### src/rtl/brm_pkg.sv
`timescale 1ns / 1ps
// Shared types, constants and helpers for the Bruck round route-and-merge block.
package brm_pkg;

  localparam int RANK_W    = 12;
  localparam int CNT_W     = 13;
  localparam int OFF_W     = 24;
  localparam int ELEM_W    = 16;
  localparam int SID_W     = 3;
  localparam int ENT_W     = RANK_W + CNT_W;
  localparam int PROD_W    = CNT_W + ELEM_W;
  localparam int AMT_W     = PROD_W + 1;
  localparam int HDR_BYTES = 8;
  localparam int CNT_MAX   = (1 << CNT_W) - 1;

  typedef enum logic [1:0] {
    OP_LOAD     = 2'd0,
    OP_MERGE    = 2'd1,
    OP_CLASSIFY = 2'd2,
    OP_CLEAR    = 2'd3
  } opcode_t;

  typedef enum logic [1:0] {
    K_HDR   = 2'd0,
    K_SEG   = 2'd1,
    K_DONE  = 2'd2,
    K_CLASS = 2'd3
  } kind_t;

  typedef enum logic [2:0] {
    REG_MY_RANK      = 3'd0,
    REG_NUM_RANKS    = 3'd1,
    REG_ROUND_FACTOR = 3'd2,
    REG_RADIX        = 3'd3,
    REG_ACTIVE       = 3'd4,
    REG_ELEM_BYTES   = 3'd5
  } reg_idx_t;

  typedef struct packed {
    logic [RANK_W-1:0] my_rank;
    logic [CNT_W-1:0]  num_ranks;
    logic [CNT_W-1:0]  round_factor;
    logic [3:0]        radix;
    logic [SID_W-1:0]  active_streams;
    logic [ELEM_W-1:0] elem_bytes;
  } cfg_t;

  typedef struct packed {
    kind_t             kind;
    logic [RANK_W-1:0] out_rank;
    logic [CNT_W-1:0]  out_count;
    logic [SID_W-1:0]  src_stream;
    logic [OFF_W-1:0]  src_offset;
    logic [OFF_W-1:0]  merged_offset;
    logic [2:0]        send_port;
    logic              last;
  } res_t;

  typedef enum logic [4:0] {
    A_NONE,
    A_ACCEPT,
    A_LOAD_WR,
    A_LOAD_ERR,
    A_CLEAR,
    A_DIG_START,
    A_MUL,
    A_CLS_PUSH,
    A_SKIP_LATCH,
    A_SKIP_ADV,
    A_SCAN_INIT,
    A_SCAN_DATA,
    A_PUSH_DONE,
    A_GATHER_INIT,
    A_GATHER,
    A_PUSH_HDR,
    A_NEXT_S,
    A_PUSH_SEG,
    A_EMIT
  } act_t;

  typedef enum logic [4:0] {
    S_IDLE,
    S_DECODE,
    S_LOAD,
    S_CLEAR,
    S_CLS_DIG,
    S_CLS_WAIT,
    S_CLS_PUSH,
    S_SKIP_CHK,
    S_SKIP_DATA,
    S_SKIP_WAIT,
    S_SKIP_ADV,
    S_SCAN_RD,
    S_SCAN_DATA,
    S_SCAN_END,
    S_GATHER,
    S_HDR,
    S_SEG_CHK,
    S_SEG_PUSH,
    S_EMIT
  } state_t;

  typedef enum logic [1:0] {
    D_IDLE,
    D_RUN,
    D_PHASE
  } dig_state_t;

  typedef struct packed {
    act_t act;
  } cmd_t;

  typedef struct packed {
    logic    accepted;
    opcode_t op;
    logic    load_bad;
    logic    dig_done;
    logic    dig_zero;
    logic    head0_avail;
    logic    scan_last;
    logic    found;
    logic    hit_cur;
    logic    emit_done;
  } sts_t;

  // Add to a 24-bit offset; top bit flags a wrap past the offset range.
  function automatic logic [OFF_W:0] off_add(logic [OFF_W-1:0] base, logic [AMT_W-1:0] amt);
    logic [AMT_W:0] s;
    s = (AMT_W+1)'(base) + (AMT_W+1)'(amt);
    return {|s[AMT_W:OFF_W], s[OFF_W-1:0]};
  endfunction

endpackage

### src/rtl/brm_ctrl.sv
`timescale 1ns / 1ps
// Controller: sequences load, clear, classify and merge steps over the datapath.
module brm_ctrl import brm_pkg::*; (
  input  logic clk,
  input  logic rst,
  input  sts_t st,
  output cmd_t cmd
);
  state_t state, state_next;

  always_ff @(posedge clk) begin
    if (rst) begin
      state <= S_IDLE;
    end else begin
      state <= state_next;
    end
  end

  always_comb begin
    state_next = state;
    unique case (state)
      S_IDLE:      if (st.accepted) state_next = S_DECODE;
      S_DECODE: begin
        unique case (st.op)
          OP_LOAD:     state_next = S_LOAD;
          OP_MERGE:    state_next = S_SKIP_CHK;
          OP_CLASSIFY: state_next = S_CLS_DIG;
          default:     state_next = S_CLEAR;
        endcase
      end
      S_LOAD:      state_next = st.load_bad ? S_EMIT : S_IDLE;
      S_CLEAR:     state_next = S_IDLE;
      S_CLS_DIG:   state_next = S_CLS_WAIT;
      S_CLS_WAIT:  if (st.dig_done) state_next = S_CLS_PUSH;
      S_CLS_PUSH:  state_next = S_EMIT;
      S_SKIP_CHK:  state_next = st.head0_avail ? S_SKIP_DATA : S_SCAN_RD;
      S_SKIP_DATA: state_next = S_SKIP_WAIT;
      S_SKIP_WAIT: begin
        if (st.dig_done) state_next = st.dig_zero ? S_SCAN_RD : S_SKIP_ADV;
      end
      S_SKIP_ADV:  state_next = S_SKIP_CHK;
      S_SCAN_RD:   state_next = S_SCAN_DATA;
      S_SCAN_DATA: state_next = st.scan_last ? S_SCAN_END : S_SCAN_RD;
      S_SCAN_END:  state_next = st.found ? S_GATHER : S_EMIT;
      S_GATHER:    if (st.scan_last) state_next = S_HDR;
      S_HDR:       state_next = S_SEG_CHK;
      S_SEG_CHK: begin
        if (st.hit_cur) begin
          state_next = S_SEG_PUSH;
        end else if (st.scan_last) begin
          state_next = S_EMIT;
        end
      end
      S_SEG_PUSH:  state_next = st.scan_last ? S_EMIT : S_SEG_CHK;
      S_EMIT:      if (st.emit_done) state_next = S_IDLE;
      default:     state_next = S_IDLE;
    endcase
  end

  always_comb begin
    cmd.act = A_NONE;
    unique case (state)
      S_IDLE:      cmd.act = A_ACCEPT;
      S_LOAD:      cmd.act = st.load_bad ? A_LOAD_ERR : A_LOAD_WR;
      S_CLEAR:     cmd.act = A_CLEAR;
      S_CLS_DIG:   cmd.act = A_DIG_START;
      S_CLS_WAIT:  cmd.act = st.dig_done ? A_MUL : A_NONE;
      S_CLS_PUSH:  cmd.act = A_CLS_PUSH;
      S_SKIP_CHK:  cmd.act = st.head0_avail ? A_NONE : A_SCAN_INIT;
      S_SKIP_DATA: cmd.act = A_SKIP_LATCH;
      S_SKIP_WAIT: begin
        if (st.dig_done) cmd.act = st.dig_zero ? A_SCAN_INIT : A_MUL;
      end
      S_SKIP_ADV:  cmd.act = A_SKIP_ADV;
      S_SCAN_DATA: cmd.act = A_SCAN_DATA;
      S_SCAN_END:  cmd.act = st.found ? A_GATHER_INIT : A_PUSH_DONE;
      S_GATHER:    cmd.act = A_GATHER;
      S_HDR:       cmd.act = A_PUSH_HDR;
      S_SEG_CHK: begin
        if (st.hit_cur) begin
          cmd.act = A_MUL;
        end else if (!st.scan_last) begin
          cmd.act = A_NEXT_S;
        end
      end
      S_SEG_PUSH:  cmd.act = A_PUSH_SEG;
      S_EMIT:      cmd.act = A_EMIT;
      default:     cmd.act = A_NONE;
    endcase
  end
endmodule

### config.mk
export PLATFORM = sky130hd
export DESIGN_NAME = brm_ctrl
export DESIGN_NICKNAME = d
export VERILOG_FILES = /design/src/rtl/brm_pkg.sv /design/src/rtl/brm_ctrl.sv
export SDC_FILE = /design/constraint.sdc
export NUM_CORES = 1
export LEC_CHECK = 0
export BUFFER_PORTS_ARGS = -buffer_cell sky130_fd_sc_hd__buf_4
export CORE_MARGIN = 4
export CORE_UTILIZATION = 40
export DETAILED_ROUTE_END_ITERATION = 8
export RECOVER_POWER = 25
export REMOVE_ABC_BUFFERS = 1
export SKIP_LAST_GASP = 1
export SYNTH_ARGS = -nofsm -noshare
export SYNTH_HDL_FRONTEND = slang
export SYNTH_SLANG_ARGS = --single-unit
### constraint.sdc
create_clock -name clk -period 2.2 [get_ports clk]
set_input_delay 0.44 -clock clk [delete_from_list [all_inputs] [get_ports clk]]
set_output_delay 0.44 -clock clk [all_outputs]
set_load 0.02 [all_outputs]
==> flow_metrics.py <==
metrics = {
    "yosys": {
        "ys_warn_count": 0,
        "synthCells": 124,
        "synth-edff-count": 0,
        "synth_cell_types": 49,
        "synthFlopType": "dfxtp_1",
        "synth.cell_area_sq_um": 867.1,
        "synth_seq_area_share": 0.1154,
        "synth_seq_cells": 5,
        "syn_avg_cell_area_sq_um": 6.993,
        "async_flop_share": 0,
    },
    "cells_and_area": {
        "final_cell_count_no_fill": 172,
        "final_util": 0.5388,
        "top_register": "state",
        "drive_gt1_frac": 0.3310,
        "syn_to_final_growth_pct": 24.39,
        "fin_nets": 162,
        "largest_reg_flops": 5,
        "design_area_sq_mm": 0.001079,
        "antenna_cells": 0,
        "reg.largest.list": "state x5",
    },
    "drt": {
        "drt_iter0_drc": 36,
        "wire_per_inst_microns": 14.67,
        "ant_nets": 0,
        "routed_wirelength_mm": 2.523,
        "vias": 1013,
        "dr.pass1.iters": 4,
        "viasPerCell": 5.890,
        "drc_errors": 0,
    },
    "sta": {
        "slew_violations": 0,
        "timing.final.crit_share": 0.9698,
        "rsz0062_at_grt": "false",
        "worst-slew-pin-transition_ns": 0.2996,
        "max_freq_mhz": 468.7,
        "skew_ns": 0.007717,
        "maxSlewHeadroom": 0.7976,
        "setup_viol": 0,
        "tns_ns": 0,
        "holdWs_ns": 0.3874,
        "period_needed_ns": 2.134,
        "hold_viol": 0,
    },
    "clocking": {
        "cts_buffers": 3,
        "cts_buffer_depth": 2,
        "cts_tree": "done",
        "cts.clk_slew.worst_paths_ns": 0.05,
        "numClockSinks": 5,
        "clock_latency_ns": 0.25,
        "ctsHtreeMaxLevel": 1,
        "clockRootBuffer": "clkbuf_4",
    },
    "pwr": {
        "ir_drop_mv": 0.8229,
        "leakage_nw": 0.4533,
        "p_per_area_mw_per_mm2": 1248,
    },
    "global_route": {
        "grt_pass1_vias": 884,
        "grt_pass1_wl_mm": 3.946,
        "met2_usage": 0.2888,
        "antenna_found_initial": 0,
        "grtUsageTotal": 0.1806,
        "grt_remaining_overflow": 0,
        "busiest_layer": "met2",
        "grt_use_met1": 0.2443,
        "grt_max_degree": 20,
        "grtUsageMet3": 0.02725,
    },
    "place": {
        "routabilityCongestion": 0.8616,
        "numPortBuffers": 17,
        "hpwl_mm": 1.915,
        "placed_cells": 168,
        "post_dp_cell_area_sq_mm": 0.001030,
    },
    "setup_path": {
        "cp_max_fo": 7,
        "worstSetupEndpointType": "primary output",
        "crit_chain": "and2b_1 -> and4_1 -> a21oi_1 -> nor2_1 -> a211o_1 -> buf_4",
        "crit_required_ns": 1.76,
        "regToRegStartpoint": "state[3]$_SDFFE_PP0P_",
        "arrival_ns": 1.69,
        "critPathLaunch": "state[1]$_SDFFE_PP0P_",
        "startpoint_type": "register",
        "crit_type": "register to primary output",
        "cpMaxStageDelayCell": "dfxtp_2",
        "cp_num_buf_inv": 1,
        "cp_top_family": "simple AND/OR/NAND/NOR gates",
        "cpPeakStageDelay_ns": 0.38,
    },
    "floorplanning": {
        "dieArea_sq_mm": 0.002977,
        "num_rows": 16,
        "fp.coreArea_sq_mm": 0.002002,
        "start_util": 0.4331,
        "die_h_microns": 54.56,
        "fp.dieW_microns": 54.56,
        "io_pins": 18,
    },
    "outcome": {
        "status": "complete, no violations",
    },
    "min_path": {
        "hold_class": "input pin to register",
        "hp-start": "rst",
    },
    "flow_run": {
        "drv_cap": 0,
    },
}
## cell type report
cell class                 count  area [sq um]
timing repair buffer          28         214.0
inverter                       7         26.28
fill                         217         923.4
tap                           27         33.78
multi-input combinational    101         669.4
sequential                     5         108.9
clock buffer                   4         26.28
## cell usage after synthesis (2+ instances only)
library cell	count	share of area
nand2b_1	4	0.029
nand2_1	9	0.039
a22oi_1	2	0.017
o21ai_1	2	0.012
a21oi_1	12	0.069
nor3_2	2	0.023
buf_4	3	0.026
nand4_1	3	0.022
nor3_1	2	0.012
o31ai_1	2	0.017
o211ai_1	3	0.026
and3_1	4	0.029
inv_1	4	0.017
o21ai_0	3	0.017
nor2_1	17	0.074
dfxtp_1	5	0.12
buf_2	5	0.029
o22ai_1	2	0.014
buf_6	3	0.039
nand3_1	3	0.017
inv_2	3	0.013
a31oi_1	2	0.014
ha_1	3	0.043
## layout by cell type (no fill, tap or decap), drive strengths merged, types with 2 or more instances in the layout
cell type | synthesis | routed
buf | 11 | 28
nor2 | 17 | 17
a21oi | 12 | 12
nand2 | 9 | 9
inv | 7 | 7
o21ai | 6 | 6
nand2b | 5 | 5
dfxtp | 5 | 5
and3 | 4 | 4
clkbuf | 0 | 4
nor3 | 4 | 4
nand3 | 3 | 3
nand4 | 3 | 3
o211ai | 3 | 3
ha | 3 | 3
o22ai | 2 | 2
a31oi | 2 | 2
o31ai | 2 | 2
a22oi | 2 | 2
a311oi | 2 | 2
a211oi | 2 | 2
## through the flow
stage / setup slack [ns] / total power [W]
after floorplan: 0.1318 / 0.0008404
after global placement: 0.1992 / 0.001200
after detailed placement: 0.1883 / 0.001192
after CTS: 0.01709 / 0.001315
after global routing: 0.009430 / 0.001445
final: 0.06635 / 0.001346
## report_power, final
part / switching, W / internal [W] / total (W) / leakage [nW]
Clock: 0.0000418 / 0.0000688 / 0.000111 / 0.0150
Combinational: 0.000559 / 0.000466 / 0.00102 / 0.395
Sequential: 0.0000797 / 0.000131 / 0.000211 / 0.0433
Total: 0.000680 / 0.000665 / 0.00135 / 0.453
## final timing paths
path | endpoint | slack [ns] | depth (start not counted)
worst max-delay path | cmd[1] | 0.07 | 6
worst min-delay path | state[3]$_SDFFE_PP0P_ | 0.39 | 2
worst max register to register | state[0]$_SDFFE_PP0P_ | 0.50 | 6
worst min register to register | state[2]$_SDFFE_PP0P_ | 0.62 | 2
## timing repair
| item | 4_1_cts | 5_1_grt |
|---|---|---|
| hold buffers | 0 | 0 |
| setup endpoints to repair | 3 | 4 |
| resized for setup | 2 | 7 |
| buffers inserted | 0 | 0 |
| pin swaps | 0 | 0 |
## cells by family (layout without fill, tap and decap cells)
kind of cell    Yosys count  in the layout  synth area share
simple gates             52             52            0.3304
compound gates           43             43            0.3550
buf+inv                  18             39            0.1241
flops                     5              5            0.1154
fa+ha+maj                 3              3           0.04329
xor+xnor                  2              2           0.02021
mux                       1              1           0.01154
## routing by layer
layer	part of all wire	routed length [microns]
met5	0	0
met1	0.44	1114
met4	0.0075	19
met3	0.084	211
met2	0.47	1178
Power figures use the tool's default switching activity.
